$ cat config.mk
export PLATFORM = sky130hd
export DESIGN_NAME = analog_ladder_button_decoder_top
export DESIGN_NICKNAME = d
export VERILOG_FILES = /design/src/hdl/aldb_pkg.sv /design/src/hdl/analog_ladder_button_decoder_top.sv /design/src/hdl/aldb_regs.sv /design/src/hdl/aldb_ctrl.sv /design/src/hdl/aldb_dp.sv
export VERILOG_INCLUDE_DIRS = /design/src /design/src/hdl
export SDC_FILE = /design/constraint.sdc
export NUM_CORES = 1
export LEC_CHECK = 0
export BUFFER_PORTS_ARGS = -buffer_cell sky130_fd_sc_hd__buf_2
export CORE_AREA = 2 2 439 223
export DETAILED_ROUTE_END_ITERATION = 16
export DIE_AREA = 0 0 441 225
export PLACE_DENSITY_LB_ADDON = 0.05
export SYNTH_ARGS = -nofsm -noshare
export SYNTH_HDL_FRONTEND = slang
export SYNTH_SLANG_ARGS = --single-unit
$ cat constraint.sdc
create_clock -name i_clk -period 12.99 [get_ports i_clk]
set_clock_uncertainty 0.05 [all_clocks]
set_input_delay 1.299 -clock i_clk [delete_from_list [all_inputs] [get_ports i_clk]]
set_output_delay 1.299 -clock i_clk [all_outputs]
set_load 0.01 [all_outputs]
$ cat src/hdl/assert_macros.svh
// ----------------------------------------------------------------------------
// Assertion macros
// Shared concurrent assertion forms for the keypad decoder.
// ----------------------------------------------------------------------------
`ifndef ASSERT_MACROS_SVH
`define ASSERT_MACROS_SVH
`ifndef SYNTH
`define AST_IMPL(lbl, clk, rst_n, ante, cons) \
    lbl: assert property (@(posedge clk) disable iff (!rst_n) (ante) |-> (cons)) \
        else $error("same-cycle implication failed");
`define AST_NEXT(lbl, clk, rst_n, ante, cons) \
    lbl: assert property (@(posedge clk) disable iff (!rst_n) (ante) |=> (cons)) \
        else $error("next-cycle implication failed");
`else
`define AST_IMPL(lbl, clk, rst_n, ante, cons)
`define AST_NEXT(lbl, clk, rst_n, ante, cons)
`endif
`endif

$ cat src/hdl/aldb_pkg.sv
// ----------------------------------------------------------------------------
// aldb_pkg
// Types and constants of the resistor-ladder keypad decoder.
// ----------------------------------------------------------------------------
package aldb_pkg;

    localparam int TABLE_ENTRIES = 6;
    localparam int NUM_SLOTS     = 6;
    localparam int USED_SLOTS    = (TABLE_ENTRIES < NUM_SLOTS) ? TABLE_ENTRIES : NUM_SLOTS;
    localparam int IDX_W         = (USED_SLOTS > 1) ? $clog2(USED_SLOTS) : 1;
    localparam int CNT_W         = 3;
    localparam int ID_W          = 8;
    localparam int TBL_W         = 48;
    localparam int DATA_W        = 64;
    localparam int ADDR_W        = 6;
    localparam int ADDR_LSB      = 3;

    localparam logic [ID_W-1:0] NO_CANDIDATE  = 8'hff;
    localparam logic [7:0]      RST_DELTA     = 8'd10;
    localparam logic [15:0]     RST_TICK      = 16'd20;
    localparam logic [15:0]     RST_DEBOUNCE  = 16'd30;
    localparam logic            RST_DEB_EN    = 1'b1;
    localparam logic [15:0]     RST_HOLD      = 16'd1000;

    typedef enum logic [2:0] {
        REG_BUTTON_IDS,
        REG_BUTTON_LEVELS,
        REG_BUTTON_COUNT,
        REG_MATCH_DELTA,
        REG_TICK_INTERVAL,
        REG_DEBOUNCE_DELAY,
        REG_DEBOUNCE_ENABLE,
        REG_HOLD_DELAY
    } t_reg_idx;

    typedef enum logic [1:0] {
        ST_IDLE,
        ST_CHECK,
        ST_SCAN,
        ST_DECIDE
    } t_state;

    typedef struct packed {
        logic [31:0] now_ms;
        logic [9:0]  adc_sample;
        logic        report_held;
    } t_in_item;

    typedef struct packed {
        logic [ID_W-1:0] pressed_id;
        logic            press_event;
        logic            hold_event;
        logic            release_event;
        logic [ID_W-1:0] released_id;
        logic [ID_W-1:0] holding_id;
    } t_out_item;

    typedef struct packed {
        logic [TBL_W-1:0] button_ids;
        logic [TBL_W-1:0] button_levels;
        logic [CNT_W-1:0] button_count;
        logic [7:0]       match_delta;
        logic [15:0]      tick_interval_ms;
        logic [15:0]      settle_ms;
        logic             debounce_enable;
        logic [15:0]      repeat_ms;
    } t_cfg;

    typedef struct packed {
        logic load;
        logic check;
        logic step;
        logic commit;
    } t_cmd;

    typedef struct packed {
        logic skip;
        logic empty;
        logic hit;
        logic last;
        logic out_free;
    } t_stat;

endpackage

$ cat src/hdl/analog_ladder_button_decoder_top.sv
// ----------------------------------------------------------------------------
// analog_ladder_button_decoder_top
// Resistor-ladder keypad decoder: tick filter, level table search, debounce,
// and press, release and hold-repeat events.
//
//   channel  direction  handshake                  word
//   in       input      i_in_valid / o_in_stall    t_in_item
//   out      output     o_out_valid / i_out_stall  t_out_item
//   config   input      APB psel/penable/pwrite    64-bit registers at 8*i
//
// A word skips the table scan when the sample is too early or the table is empty;
// else the table entries are scanned one per cycle, stopping at the first match.
// The output register lets the next word be accepted while a result waits.
// Reset is synchronous and active low; no clearing pass is needed.
// A stalled output holds the sequencer in its decision state until it drains.
// ----------------------------------------------------------------------------
module analog_ladder_button_decoder_top (
    input  logic                        i_clk,
    input  logic                        i_rst_n,
    input  logic                        i_in_valid,
    output logic                        o_in_stall,
    input  aldb_pkg::t_in_item          i_in_data,
    output logic                        o_out_valid,
    input  logic                        i_out_stall,
    output aldb_pkg::t_out_item         o_out_data,
    input  logic                        psel,
    input  logic                        penable,
    input  logic                        pwrite,
    input  logic [aldb_pkg::ADDR_W-1:0] paddr,
    input  logic [aldb_pkg::DATA_W-1:0] pwdata,
    output logic [aldb_pkg::DATA_W-1:0] prdata,
    output logic                        pready
);

    aldb_pkg::t_cfg  w_cfg;
    aldb_pkg::t_cmd  w_cmd;
    aldb_pkg::t_stat w_stat;

    aldb_regs u_regs (
        .i_clk   (i_clk),
        .i_rst_n (i_rst_n),
        .psel    (psel),
        .penable (penable),
        .pwrite  (pwrite),
        .paddr   (paddr),
        .pwdata  (pwdata),
        .prdata  (prdata),
        .pready  (pready),
        .o_cfg   (w_cfg)
    );

    aldb_ctrl u_ctrl (
        .i_clk      (i_clk),
        .i_rst_n    (i_rst_n),
        .i_in_valid (i_in_valid),
        .o_in_stall (o_in_stall),
        .i_stat     (w_stat),
        .o_cmd      (w_cmd)
    );

    aldb_dp u_dp (
        .i_clk       (i_clk),
        .i_rst_n     (i_rst_n),
        .i_cfg       (w_cfg),
        .i_in_data   (i_in_data),
        .i_cmd       (w_cmd),
        .o_stat      (w_stat),
        .o_out_valid (o_out_valid),
        .i_out_stall (i_out_stall),
        .o_out_data  (o_out_data)
    );

endmodule

$ cat src/hdl/aldb_regs.sv
// ----------------------------------------------------------------------------
// aldb_regs
// Configuration register file behind the APB-style port.
// ----------------------------------------------------------------------------
module aldb_regs (
    input  logic                          i_clk,
    input  logic                          i_rst_n,
    input  logic                          psel,
    input  logic                          penable,
    input  logic                          pwrite,
    input  logic [aldb_pkg::ADDR_W-1:0]   paddr,
    input  logic [aldb_pkg::DATA_W-1:0]   pwdata,
    output logic [aldb_pkg::DATA_W-1:0]   prdata,
    output logic                          pready,
    output aldb_pkg::t_cfg                o_cfg
);

    aldb_pkg::t_cfg   r_cfg;
    aldb_pkg::t_reg_idx w_idx;
    logic             w_wr;

    assign w_idx  = aldb_pkg::t_reg_idx'(paddr[aldb_pkg::ADDR_W-1:aldb_pkg::ADDR_LSB]);
    assign w_wr   = psel & penable & pwrite;
    assign pready = 1'b1;
    assign o_cfg  = r_cfg;

    always_ff @(posedge i_clk) begin
        if (!i_rst_n) begin
            r_cfg.button_ids        <= '0;
            r_cfg.button_levels     <= '0;
            r_cfg.button_count      <= '0;
            r_cfg.match_delta       <= aldb_pkg::RST_DELTA;
            r_cfg.tick_interval_ms  <= aldb_pkg::RST_TICK;
            r_cfg.settle_ms         <= aldb_pkg::RST_DEBOUNCE;
            r_cfg.debounce_enable   <= aldb_pkg::RST_DEB_EN;
            r_cfg.repeat_ms         <= aldb_pkg::RST_HOLD;
        end else if (w_wr) begin
            case (w_idx)
                aldb_pkg::REG_BUTTON_IDS:      r_cfg.button_ids <= pwdata[aldb_pkg::TBL_W-1:0];
                aldb_pkg::REG_BUTTON_LEVELS:   r_cfg.button_levels <= pwdata[aldb_pkg::TBL_W-1:0];
                aldb_pkg::REG_BUTTON_COUNT:    r_cfg.button_count <= pwdata[aldb_pkg::CNT_W-1:0];
                aldb_pkg::REG_MATCH_DELTA:     r_cfg.match_delta <= pwdata[7:0];
                aldb_pkg::REG_TICK_INTERVAL:   r_cfg.tick_interval_ms <= pwdata[15:0];
                aldb_pkg::REG_DEBOUNCE_DELAY:  r_cfg.settle_ms <= pwdata[15:0];
                aldb_pkg::REG_DEBOUNCE_ENABLE: r_cfg.debounce_enable <= pwdata[0];
                aldb_pkg::REG_HOLD_DELAY:      r_cfg.repeat_ms <= pwdata[15:0];
                default: ;
            endcase
        end
    end

    always_comb begin
        case (w_idx)
            aldb_pkg::REG_BUTTON_IDS:
                prdata = aldb_pkg::DATA_W'(r_cfg.button_ids);
            aldb_pkg::REG_BUTTON_LEVELS:
                prdata = aldb_pkg::DATA_W'(r_cfg.button_levels);
            aldb_pkg::REG_BUTTON_COUNT:
                prdata = aldb_pkg::DATA_W'(r_cfg.button_count);
            aldb_pkg::REG_MATCH_DELTA:
                prdata = aldb_pkg::DATA_W'(r_cfg.match_delta);
            aldb_pkg::REG_TICK_INTERVAL:
                prdata = aldb_pkg::DATA_W'(r_cfg.tick_interval_ms);
            aldb_pkg::REG_DEBOUNCE_DELAY:
                prdata = aldb_pkg::DATA_W'(r_cfg.settle_ms);
            aldb_pkg::REG_DEBOUNCE_ENABLE:
                prdata = aldb_pkg::DATA_W'(r_cfg.debounce_enable);
            aldb_pkg::REG_HOLD_DELAY:
                prdata = aldb_pkg::DATA_W'(r_cfg.repeat_ms);
            default:
                prdata = '0;
        endcase
    end

endmodule

$ cat src/hdl/aldb_ctrl.sv
// ----------------------------------------------------------------------------
// aldb_ctrl
// Sequencer: accept, tick check, table scan, decision and result hand-off.
// ----------------------------------------------------------------------------
`include "assert_macros.svh"

module aldb_ctrl (
    input  logic            i_clk,
    input  logic            i_rst_n,
    input  logic            i_in_valid,
    output logic            o_in_stall,
    input  aldb_pkg::t_stat i_stat,
    output aldb_pkg::t_cmd  o_cmd
);

    aldb_pkg::t_state r_state;
    aldb_pkg::t_state n_state;

    always_ff @(posedge i_clk) begin
        if (!i_rst_n) begin
            r_state <= aldb_pkg::ST_IDLE;
        end else begin
            r_state <= n_state;
        end
    end

    always_comb begin
        n_state    = r_state;
        o_cmd      = '0;
        o_in_stall = 1'b1;
        case (r_state)
            aldb_pkg::ST_IDLE: begin
                o_in_stall = 1'b0;
                if (i_in_valid) begin
                    o_cmd.load = 1'b1;
                    n_state    = aldb_pkg::ST_CHECK;
                end
            end
            aldb_pkg::ST_CHECK: begin
                o_cmd.check = 1'b1;
                if (i_stat.skip || i_stat.empty) begin
                    n_state = aldb_pkg::ST_DECIDE;
                end else begin
                    n_state = aldb_pkg::ST_SCAN;
                end
            end
            aldb_pkg::ST_SCAN: begin
                o_cmd.step = 1'b1;
                if (i_stat.hit || i_stat.last) begin
                    n_state = aldb_pkg::ST_DECIDE;
                end
            end
            aldb_pkg::ST_DECIDE: begin
                if (i_stat.out_free) begin
                    o_cmd.commit = 1'b1;
                    n_state      = aldb_pkg::ST_IDLE;
                end
            end
            default: begin
                n_state = aldb_pkg::ST_IDLE;
            end
        endcase
    end

    `AST_IMPL(a_commit_free, i_clk, i_rst_n, o_cmd.commit, i_stat.out_free)
    `AST_NEXT(a_load_check, i_clk, i_rst_n, o_cmd.load, r_state == aldb_pkg::ST_CHECK)
    `AST_NEXT(a_scan_end, i_clk, i_rst_n, o_cmd.step && (i_stat.hit || i_stat.last),
              r_state == aldb_pkg::ST_DECIDE)

endmodule

$ cat src/hdl/aldb_dp.sv
// ----------------------------------------------------------------------------
// aldb_dp
// Datapath: input capture, table scan, key state and the output register.
// ----------------------------------------------------------------------------
module aldb_dp (
    input  logic               i_clk,
    input  logic               i_rst_n,
    input  aldb_pkg::t_cfg     i_cfg,
    input  aldb_pkg::t_in_item i_in_data,
    input  aldb_pkg::t_cmd     i_cmd,
    output aldb_pkg::t_stat    o_stat,
    output logic               o_out_valid,
    input  logic               i_out_stall,
    output aldb_pkg::t_out_item o_out_data
);

    localparam int IW = aldb_pkg::ID_W;
    localparam int CW = aldb_pkg::CNT_W;

    logic [31:0]               r_now;
    logic [7:0]                r_adc;
    logic                      r_report;
    logic                      r_skip;
    logic [aldb_pkg::IDX_W-1:0] r_idx;
    logic [IW-1:0]             r_match;

    logic [31:0]   r_last_time, n_last_time;
    logic [IW-1:0] r_cur, n_cur;
    logic [31:0]   r_press_time, n_press_time;
    logic [IW-1:0] r_cand, n_cand;
    logic [31:0]   r_cand_start, n_cand_start;
    logic [IW-1:0] r_held, n_held;
    logic [IW-1:0] r_last_rel, n_last_rel;

    logic                r_out_valid;
    aldb_pkg::t_out_item r_out, n_out;

    logic [CW-1:0] w_used;
    logic [IW-1:0] w_ent_id;
    logic [7:0]    w_ent_lvl;
    logic [8:0]    w_lo_sum;
    logic [8:0]    w_hi_sum;
    logic [31:0]   w_tick_diff;
    logic [31:0]   w_deb_diff;
    logic [31:0]   w_hold_diff;
    logic [IW-1:0] w_idle_id;
    logic          w_go;

    assign w_used = (i_cfg.button_count > CW'(aldb_pkg::USED_SLOTS)) ?
                    CW'(aldb_pkg::USED_SLOTS) : i_cfg.button_count;

    assign w_ent_id  = i_cfg.button_ids[{r_idx, 3'b000} +: IW];
    assign w_ent_lvl = i_cfg.button_levels[{r_idx, 3'b000} +: 8];
    assign w_lo_sum  = {1'b0, r_adc} + {1'b0, i_cfg.match_delta};
    assign w_hi_sum  = {1'b0, w_ent_lvl} + {1'b0, i_cfg.match_delta};

    assign w_tick_diff = r_now - r_last_time;
    assign w_deb_diff  = r_now - r_cand_start;
    assign w_hold_diff = r_now - r_press_time;

    assign o_stat.skip     = w_tick_diff < {16'd0, i_cfg.tick_interval_ms};
    assign o_stat.empty    = w_used == '0;
    assign o_stat.hit      = (w_ent_id != '0) && (w_lo_sum >= {1'b0, w_ent_lvl})
                             && ({1'b0, r_adc} <= w_hi_sum);
    assign o_stat.last     = (CW'(r_idx) + CW'(1)) == w_used;
    assign o_stat.out_free = !r_out_valid || !i_out_stall;

    assign w_idle_id = r_report ? r_cur : '0;

    always_comb begin
        n_last_time  = r_last_time;
        n_cur        = r_cur;
        n_press_time = r_press_time;
        n_cand       = r_cand;
        n_cand_start = r_cand_start;
        n_held       = r_held;
        n_last_rel   = r_last_rel;
        n_out        = '0;
        n_out.pressed_id = w_idle_id;
        w_go         = 1'b0;
        if (!r_skip) begin
            n_last_time = r_now;
            w_go        = 1'b1;
            if (r_match != r_cur) begin
                if (i_cfg.debounce_enable) begin
                    if (r_match == r_cand) begin
                        if (w_deb_diff < {16'd0, i_cfg.settle_ms}) begin
                            w_go = 1'b0;
                        end else begin
                            n_cand       = aldb_pkg::NO_CANDIDATE;
                            n_cand_start = '0;
                        end
                    end else begin
                        n_cand       = r_match;
                        n_cand_start = r_now;
                        w_go         = 1'b0;
                    end
                end
                if (w_go) begin
                    n_held = '0;
                    if (r_cur != '0) begin
                        n_out.release_event = 1'b1;
                        n_last_rel          = r_cur;
                    end
                end
            end else if (i_cfg.debounce_enable && (r_cand != aldb_pkg::NO_CANDIDATE)) begin
                n_cand       = aldb_pkg::NO_CANDIDATE;
                n_cand_start = '0;
            end
            if (w_go) begin
                n_out.pressed_id = r_match;
                if (r_match != '0) begin
                    if (r_cur != r_match) begin
                        n_out.press_event = 1'b1;
                        n_press_time      = r_now;
                    end else if (w_hold_diff >= {16'd0, i_cfg.repeat_ms}) begin
                        n_press_time     = r_now;
                        n_out.hold_event = 1'b1;
                        n_held           = r_match;
                    end else if (!r_report) begin
                        n_out.pressed_id = '0;
                    end
                end
                n_cur = r_match;
            end
        end
        n_out.released_id = n_last_rel;
        n_out.holding_id  = n_held;
    end

    always_ff @(posedge i_clk) begin
        if (i_cmd.load) begin
            r_now    <= i_in_data.now_ms;
            r_adc    <= i_in_data.adc_sample[9:2];
            r_report <= i_in_data.report_held;
        end
        if (i_cmd.check) begin
            r_skip  <= o_stat.skip;
            r_idx   <= '0;
            r_match <= '0;
        end else if (i_cmd.step) begin
            r_idx <= r_idx + aldb_pkg::IDX_W'(1);
            if (o_stat.hit) begin
                r_match <= w_ent_id;
            end
        end
        if (i_cmd.commit) begin
            r_out <= n_out;
        end
    end

    always_ff @(posedge i_clk) begin
        if (!i_rst_n) begin
            r_last_time  <= '0;
            r_cur        <= '0;
            r_press_time <= '0;
            r_cand       <= aldb_pkg::NO_CANDIDATE;
            r_cand_start <= '0;
            r_held       <= '0;
            r_last_rel   <= '0;
            r_out_valid  <= 1'b0;
        end else begin
            if (i_cmd.commit) begin
                r_last_time  <= n_last_time;
                r_cur        <= n_cur;
                r_press_time <= n_press_time;
                r_cand       <= n_cand;
                r_cand_start <= n_cand_start;
                r_held       <= n_held;
                r_last_rel   <= n_last_rel;
                r_out_valid  <= 1'b1;
            end else if (!i_out_stall) begin
                r_out_valid <= 1'b0;
            end
        end
    end

    assign o_out_valid = r_out_valid;
    assign o_out_data  = r_out;

endmodule
==> results.txt, run 1 <==
----------------------------------------------------
[Outcome]
  Status ... completed

[Yosys]
  Distinct cells, synth ... 80
  Mean instance size in the synthesized netlist ... 8.24 µm²
  Number of enable flip-flop cells after synthesis ... 69
  Share of synthesized flip-flops with an asynchronous set or reset ... 0%
  Sequential area share after synthesis ... 34.0%
  Main flop type after synthesis ... sky130_fd_sc_hd__dfxtp_1
  FF+latch count, synth ... 367
  Netlist area before placement ... 23,700 µm²
  Yosys warns ... 0
  Cell count after synthesis ... 2,873

[Power and ir drop]
  Power Dens Cells ... 146 nW/µm²
  Sw Pwr ... 1.45 mW
  Net switching share of the total power ... 36.4%
  Sequential cell fraction of total power ... 33.0%
  IR drop worst, VDD ... 0.0803 mV
  Leakage power figure ... 9.91 nW
  Clock network fraction of total power ... 34.2%
  Combinational Power Share ... 32.8%
  Cell internal pwr ... 2.53 mW
  Final Total Pwr ... 3.98 mW

[Clock tree]
  Clock sink count ... 367
  Hold buffer count at cts ... 0
  Clock transition at the registers of the reported paths ... 0.07 ns
  Clock Path Buffers ... 3
  Later-pin clock latency in the skew report ... 0.62 ns
  TritonCTS clock tree ... done
  Root Driver ... sky130_fd_sc_hd__clkbuf_16
  Count of instances resized after the clock tree is built ... 0
  H-tree depth reported by CTS ... 2
  Clock buffer count from CTS ... 44
  Setup repair bufs after CTS ... 0

[Critical path]
  Series of cell instances along the critical path ... inv_1 -> ha_1 -> inv_1 -> fa_1 -> a21o_1 -> a221oi_1 -> a2bb2oi_1 -> nand2_1 -> a21o_1 -> a21oi_1 -> xnor2_1 -> ha_1 -> nand2_1 -> o21ai_0 -> a2111oi_0 -> o21ai_0 -> nor4_1 -> o21ai_0 -> nor4_1 -> nor4bb_2
  Delay of the slowest cell on the worst path ... 1.03 ns
  Crit path arrival time ... 6.99 ns
  Critical path capture point type ... register
  Setup CP Type ... reg -> reg
  Cells on worst reg2reg path ... 20
  Sort of element at the start of the critical path ... register
  Cell mode on critical path ... sky130_fd_sc_hd__o21ai_0
  Required @ worst endpoint ... 13.18 ns
  Maximum net fanout on the critical path ... 4
  Worst path slowest cell ... sky130_fd_sc_hd__nor4bb_2

[Place]
  DP HPWL ... 63.0 mm
  Cells after DPL ... 4,177
  Final weighted congestion in routability-driven placement ... 0.815
  Number of input and output port buffers inserted ... 175

[Hold path]
  Type of the worst min-delay path ... reg -> reg
  WHS Path Cells ... 2

[Cells and area]
  Leading cell type in the layout, fill and taps excluded ... sky130_fd_sc_hd__nand2_1
  Number of nets in the layout ... 3,254
  Layout Area Growth over Synthesis ... 15.0%
  Final std cells w/o fill ... 4,259
  Commonest cells after routing, fill and taps aside ... sky130_fd_sc_hd__nand2_1 (576), sky130_fd_sc_hd__dfxtp_1 (297), sky130_fd_sc_hd__inv_1 (182)
  Share of layout cells above drive strength 1 ... 10.8%

[Detailed routing]
  WL per Instance ... 20.1 µm
  DRC viols ... 0
  Average vias per placed instance ... 4.81
  Count of nets left with antenna violations after detail routing ... 0
  Routed via count ... 20,500
  Final Routed Wirelength ... 85.7 mm
  DRC marker count from the first detailed-route iteration ... 1,223
  Count of TritonRoute iterations in the first routing pass ... 5

[Die]
  Standard-cell rows ... 80
  Floorplan core area ... 95,000 µm²
  Die boundary height ... 225 µm
  # IOs ... 214
  Die Area ... 99,200 µm²
  Initial core utilization ... 24.9%
  Die span in x ... 441 µm

[Global route]
  Number of global-route vias before repair ... 20,100
  First-pass GRT wire length ... 129 mm
  GR Util All Layers ... 17.0%
  Antenna violations before repair ... 2
  Maximum number of pins on one net before global-route repair ... 223
  Overall overflow remaining after global route ... 0

[Timing]
  Setup TNS ... 0 ns
  Maximum operating frequency ... 147 MHz
  Final critical-path share of the clock period ... 52.3%
  Number of pins with negative max-slew slack in the final report ... 0
  Final setup violation count ... 0
  Setup repair after global routing missed its margin ... false
  Worst slew pin tran ... 1.11 ns
  Relative slew margins ... 25.0%
  Number of failing hold endpoints at the final stage ... 0
  Time the final worst path needs with I/O delays and setup ... 6.80 ns

[Flow run]
  Total of max-cap violations ... 0

----------------------------------------------------
[final cells by class]
| cell class | instances | area (µm²) |
|---|---|---|
| repair buffers | 202 | 1100 |
| multi-input cells | 2154 | 14300 |
| flip-flops and latches | 367 | 8040 |
| clock inverters | 17 | 248 |
| clock buffers | 64 | 1300 |
| well taps | 1271 | 1590 |
| diodes | 1 | 2.50 |
| inverters | 183 | 687 |
| fillers | 10200 | 67800 |
[metrics by stage]
| stage | worst slack, ns | utilization [%] | area, µm² | hold WS (ns) |
|---|---|---|---|---|
| 2_1_floorplan | 7.06 | - | 23700 | 0.378 |
| 3_3_place_gp | 6.47 | 27.0 | 25700 | 0.387 |
| 3_5_place_dp | 6.47 | 27.0 | 25700 | 0.393 |
| 4_1_cts | 6.37 | 28.7 | 27200 | 0.402 |
| 5_1_grt | 5.95 | 28.7 | 27200 | 0.416 |
| 6_report | 6.19 | 28.7 | 27200 | 0.397 |
[power by group through the flow]
stage	sequential, mW	clock (mW)	combinational, mW
after CTS	1.32	1.42	1.32
after floorplan	1.30	0	0.941
after detailed placement	1.34	0	1.31
final	1.31	1.36	1.31
after global routing	1.32	1.46	1.48
after global placement	1.34	0	1.31
[cells in the mapped netlist, drive strengths merged, types with 16 or more instances]
master / number / area share (%)
buf: 35 / 0.99
xnor2: 63 / 2.3
edfxtp: 69 / 8.8
nand3: 28 / 0.59
dfxtp: 298 / 25
nand4: 75 / 2.0
xor2: 37 / 1.4
nor2: 129 / 2.1
a21boi: 171 / 5.4
mux4: 16 / 1.5
nor2b: 32 / 0.85
a22o: 52 / 1.9
o22ai: 18 / 0.48
o211ai: 32 / 1.0
o21ai: 139 / 2.9
ha: 177 / 9.4
nor3: 34 / 0.74
inv: 182 / 2.9
o21a: 22 / 0.70
nand2: 576 / 9.1
a21o: 46 / 1.5
clkbuf: 149 / 2.4
mux2i: 100 / 4.2
a21oi: 151 / 3.2
and2: 18 / 0.48
[cells by family (layout without fill, tap and decap cells)]
logic type	count (synthesis)	after routing	synth area share, %
compound gates	774	774	22.3
other cells	2	18	0.0317
xor+xnor	100	100	3.70
flops	367	367	34.0
mux	121	121	5.99
fa+ha+maj	182	182	9.78
simple gates	960	960	17.9
buf+inv	367	466	6.26
[critical path, delay by kind of cell (launching register included)]
kind                     cells  cell delay [ns]
adder cells (fa/ha/maj)      3             0.85
flip-flops                   1             0.45
buffers and inverters        2             0.20
AO/OA/AOI/OAI                9             2.76
AND/OR/NAND/NOR              5             1.99
XOR/XNOR                     1             0.15
[state kept, by name, summed over array words and instances, names as in the netlist]
| name | flops |
|---|---|
| u_regs.o_cfg | 156 |
| u_dp.r_cand_start | 32 |
| u_dp.r_last_time | 32 |
| u_dp.r_now | 32 |
| u_dp.r_press_time | 32 |
| u_dp.o_out_data | 27 |
| u_dp.r_adc | 8 |
| u_dp.r_cand | 8 |
| u_dp.r_cur | 8 |
| u_dp.r_held | 8 |
| u_dp.r_last_rel | 8 |
| u_dp.r_match | 8 |
| u_dp.r_idx | 3 |
| u_ctrl.r_state | 2 |
| u_dp.o_out_valid | 1 |
| u_dp.r_report | 1 |
| u_dp.r_skip | 1 |
[path summary, 6_finish.rpt]
check / startpoint / endpoint / slack [ns]
max reg2reg: u_dp.r_now[0]$_DFFE_PP_ / u_dp.r_skip$_DFFE_PP_ / 6.19
min: u_dp.r_cand_start[25]$_SDFFE_PN0P_ / u_dp.r_cand_start[25]$_SDFFE_PN0P_ / 0.40
min reg2reg: u_dp.r_cand_start[25]$_SDFFE_PN0P_ / u_dp.r_cand_start[25]$_SDFFE_PN0P_ / 0.40
max: u_dp.r_now[0]$_DFFE_PP_ / u_dp.r_skip$_DFFE_PP_ / 6.19
[per-layer routing]
| layer | global-route usage (%) | share of wire (%) | up-vias | wire [µm] |
|---|---|---|---|---|
| li1 | - | - | 10300 | - |
| met1 | 24.5 | 50 | 9779 | 43200 |
| met2 | 26.7 | 44 | 299 | 37900 |
| met3 | 2.29 | 3.3 | 83 | 2790 |
| met4 | 4.17 | 2.1 | 2 | 1820 |
| met5 | 0 | 0.015 | - | 13 |
No activity file was read; power rests on OpenSTA's default activity.
==> inputs of run 2 (changes only) <==
Clock period 12.99 ns to 5.9 ns, I/O delays scaled along.
==> results.txt, run 2 (synthesis gave the netlist of run 1 again) <==
----------------------------------------------------
[Outcome]
  Status ... completed

[Die]
  Standard-cell rows ... 80 (unchanged)
  Floorplan core area ... 95,000 µm² (unchanged)
  Die span in x ... 441 µm (unchanged)
  Initial core utilization ... 24.9% (unchanged)
  Die Area ... 99,200 µm² (unchanged)
  # IOs ... 214 (unchanged)
  Die boundary height ... 225 µm (unchanged)

[Critical path]
  Setup CP Type ... reg -> reg
  Critical path capture point type ... register
  Series of cell instances along the critical path ... inv_1 -> ha_1 -> fa_1 -> nor2b_1 -> o2111ai_1 -> a21bo_2 -> a21o_1 -> and2_1 -> xnor2_1 -> ha_1 -> nor2b_1 -> o21ai_0 -> o21ai_0 -> or4_1 -> nor4_1 -> nand4_1 -> nor4_4 -> buf_4 -> o22a_2 -> nor2_1 -> a22o_1
  Maximum net fanout on the critical path ... 9 (+5)
  CP top delay family ... simple AND/OR/NAND/NOR gates
  Sort of element at the start of the critical path ... register
  Number of buffer and inverter instances along the worst setup path ... 2 (unchanged)
  Delay of the slowest cell on the worst path ... 0.51 ns (-0.52 ns)
  Required @ worst endpoint ... 6.20 ns (-6.98 ns)
  Crit path arrival time ... 5.78 ns (-1.21 ns)
  Worst path slowest cell ... sky130_fd_sc_hd__or4_1

[Timing]
  Setup repair after global routing missed its margin ... false
  Number of pins with negative max-slew slack in the final report ... 0 (unchanged)
  Relative slew margins ... 34.2% (+9.2 points)
  Worst slew pin tran ... 0.982 ns (-0.127 ns)
  Setup TNS ... 0 ns (unchanged)
  Time the final worst path needs with I/O delays and setup ... 5.47 ns (-1.33 ns)
  Maximum operating frequency ... 183 MHz (+24%)
  Final critical-path share of the clock period ... 92.8% (+40 points)
  Number of failing hold endpoints at the final stage ... 0 (unchanged)
  Final setup violation count ... 0 (unchanged)

[Clock tree]
  Clock Path Buffers ... 3 (unchanged)
  Clock transition at the registers of the reported paths ... 0.07 ns (about the same)
  Later-pin clock latency in the skew report ... 0.62 ns (about the same)
  Setup repair bufs after CTS ... 0 (unchanged)
  Clock buffer count from CTS ... 43 (-2.3%)
  Hold buffer count at cts ... 0 (unchanged)
  H-tree depth reported by CTS ... 2 (unchanged)
  Clock sink count ... 367 (unchanged)
  Root Driver ... sky130_fd_sc_hd__clkbuf_16
  TritonCTS clock tree ... done

[Hold path]
  Type of the worst min-delay path ... in -> reg

[Global route]
  Number of global-route vias before repair ... 20,200 (+0.74%)
  Antenna violations before repair ... 4 (+2)
  Overall overflow remaining after global route ... 0 (unchanged)
  First-pass GRT wire length ... 133 mm (+3.0%)
  Maximum number of pins on one net before global-route repair ... 171 (-23%)
  GR Util All Layers ... 17.7% (+0.69 points)

[Detailed routing]
  Routed via count ... 20,900 (+2.1%)
  Count of TritonRoute iterations in the first routing pass ... 5 (unchanged)
  WL per Instance ... 20.7 µm (+2.8%)
  Final Routed Wirelength ... 89.0 mm (+3.8%)
  DRC marker count from the first detailed-route iteration ... 1,263 (+3.3%)
  Average vias per placed instance ... 4.86 (+1.1%)
  DRC viols ... 0 (unchanged)
  Count of nets left with antenna violations after detail routing ... 0 (unchanged)

[Cells and area]
  Commonest cells after routing, fill and taps aside ... sky130_fd_sc_hd__nand2_1 (576), sky130_fd_sc_hd__dfxtp_1 (297), sky130_fd_sc_hd__inv_1 (182)
  Layout Area Growth over Synthesis ... 16.5%
  Leading cell type in the layout, fill and taps excluded ... sky130_fd_sc_hd__nand2_1
  Number of flip-flops under the largest register name ... 156 (unchanged)
  Number of nets in the layout ... 3,297 (+1.3%)
  Fraction of the core area covered by cells at the end of the flow ... 29.0% (+0.35 points)
  Share of layout cells above drive strength 1 ... 12.1% (+1.3 points)

[Place]
  Number of input and output port buffers inserted ... 175 (unchanged)
  Final weighted congestion in routability-driven placement ... 0.815 (about the same)
  DP HPWL ... 66.3 mm (+5.1%)

[Power and ir drop]
  Leakage power figure ... 10.1 nW (+1.9%)
  Power Dens Cells ... 319 nW/µm² (+120%)
  IR drop worst, VDD ... 0.205 mV (+160%)

[Flow run]
  Total of max-cap violations ... 0 (unchanged)

----------------------------------------------------
-- run 2: per-stage QoR --
| step | std cells | cell area [µm²] | setup WS [ns] | power, mW | hold slack [ns] |
|---|---|---|---|---|---|
| 2_1_floorplan | 2888 | 23700 | 0.193 | 4.94 | 0.378 |
| 3_3_place_gp | 4221 | 26100 | 0.327 | 5.99 | 0.388 |
| 3_5_place_dp | 4221 | 26100 | 0.0283 | 5.98 | 0.391 |
| 4_1_cts | 4300 | 27500 | 0.148 | 8.94 | 0.0588 |
| 5_1_grt | 4300 | 27600 | 0.0131 | 9.42 | 0.0755 |
| 6_report | 4302 | 27600 | 0.426 | 8.79 | 0.108 |
-- run 2: layout make-up --
class / instances / area [µm²]
flip-flops and latches: 367 / 8040
inverters: 183 / 687
diodes: 2 / 5.00
well taps: 1271 / 1590
fillers: 10300 / 67400
multi-input cells: 2154 / 14300
clock buffers: 60 / 1230
repair buffers: 246 / 1490
clock inverters: 19 / 229
-- run 2: repair_timing --
action                                  CTS  global route
pin swaps                                 0             0
endpoints found under the setup margin    1            10
resized for setup                         1             5
-- run 2: power breakdown --
| group | internal, mW | switching, mW | total, mW | leakage (nW) |
|---|---|---|---|---|
| registers | 2.71 | 0.166 | 2.88 | 3.04 |
| logic | 1.18 | 1.87 | 3.05 | 6.35 |
| clock network | 1.60 | 1.26 | 2.87 | 0.711 |
-- run 2: final timing paths --
kind	startpoint	to	slack [ns]	cells after the start
worst max-delay path	u_dp.r_now[0]$_DFFE_PP_	u_dp.o_out_data[11]$_DFFE_PP_	0.43	21
worst min-delay path	i_in_data[37]	u_dp.r_now[26]$_DFFE_PP_	0.11	1
worst max register to register	u_dp.r_now[0]$_DFFE_PP_	u_dp.o_out_data[11]$_DFFE_PP_	0.43	21
worst min register to register	u_dp.r_cand_start[22]$_SDFFE_PN0P_	u_dp.r_cand_start[22]$_SDFFE_PN0P_	0.40	2
-- run 2: layer usage --
layer / vias up / track usage, % / wire length [µm]
met5: - / 0 / 12
met4: 2 / 3.84 / 1760
met3: 82 / 2.22 / 2840
met2: 307 / 28.5 / 40100
met1: 10100 / 25.3 / 44200
li1: 10400 / - / -
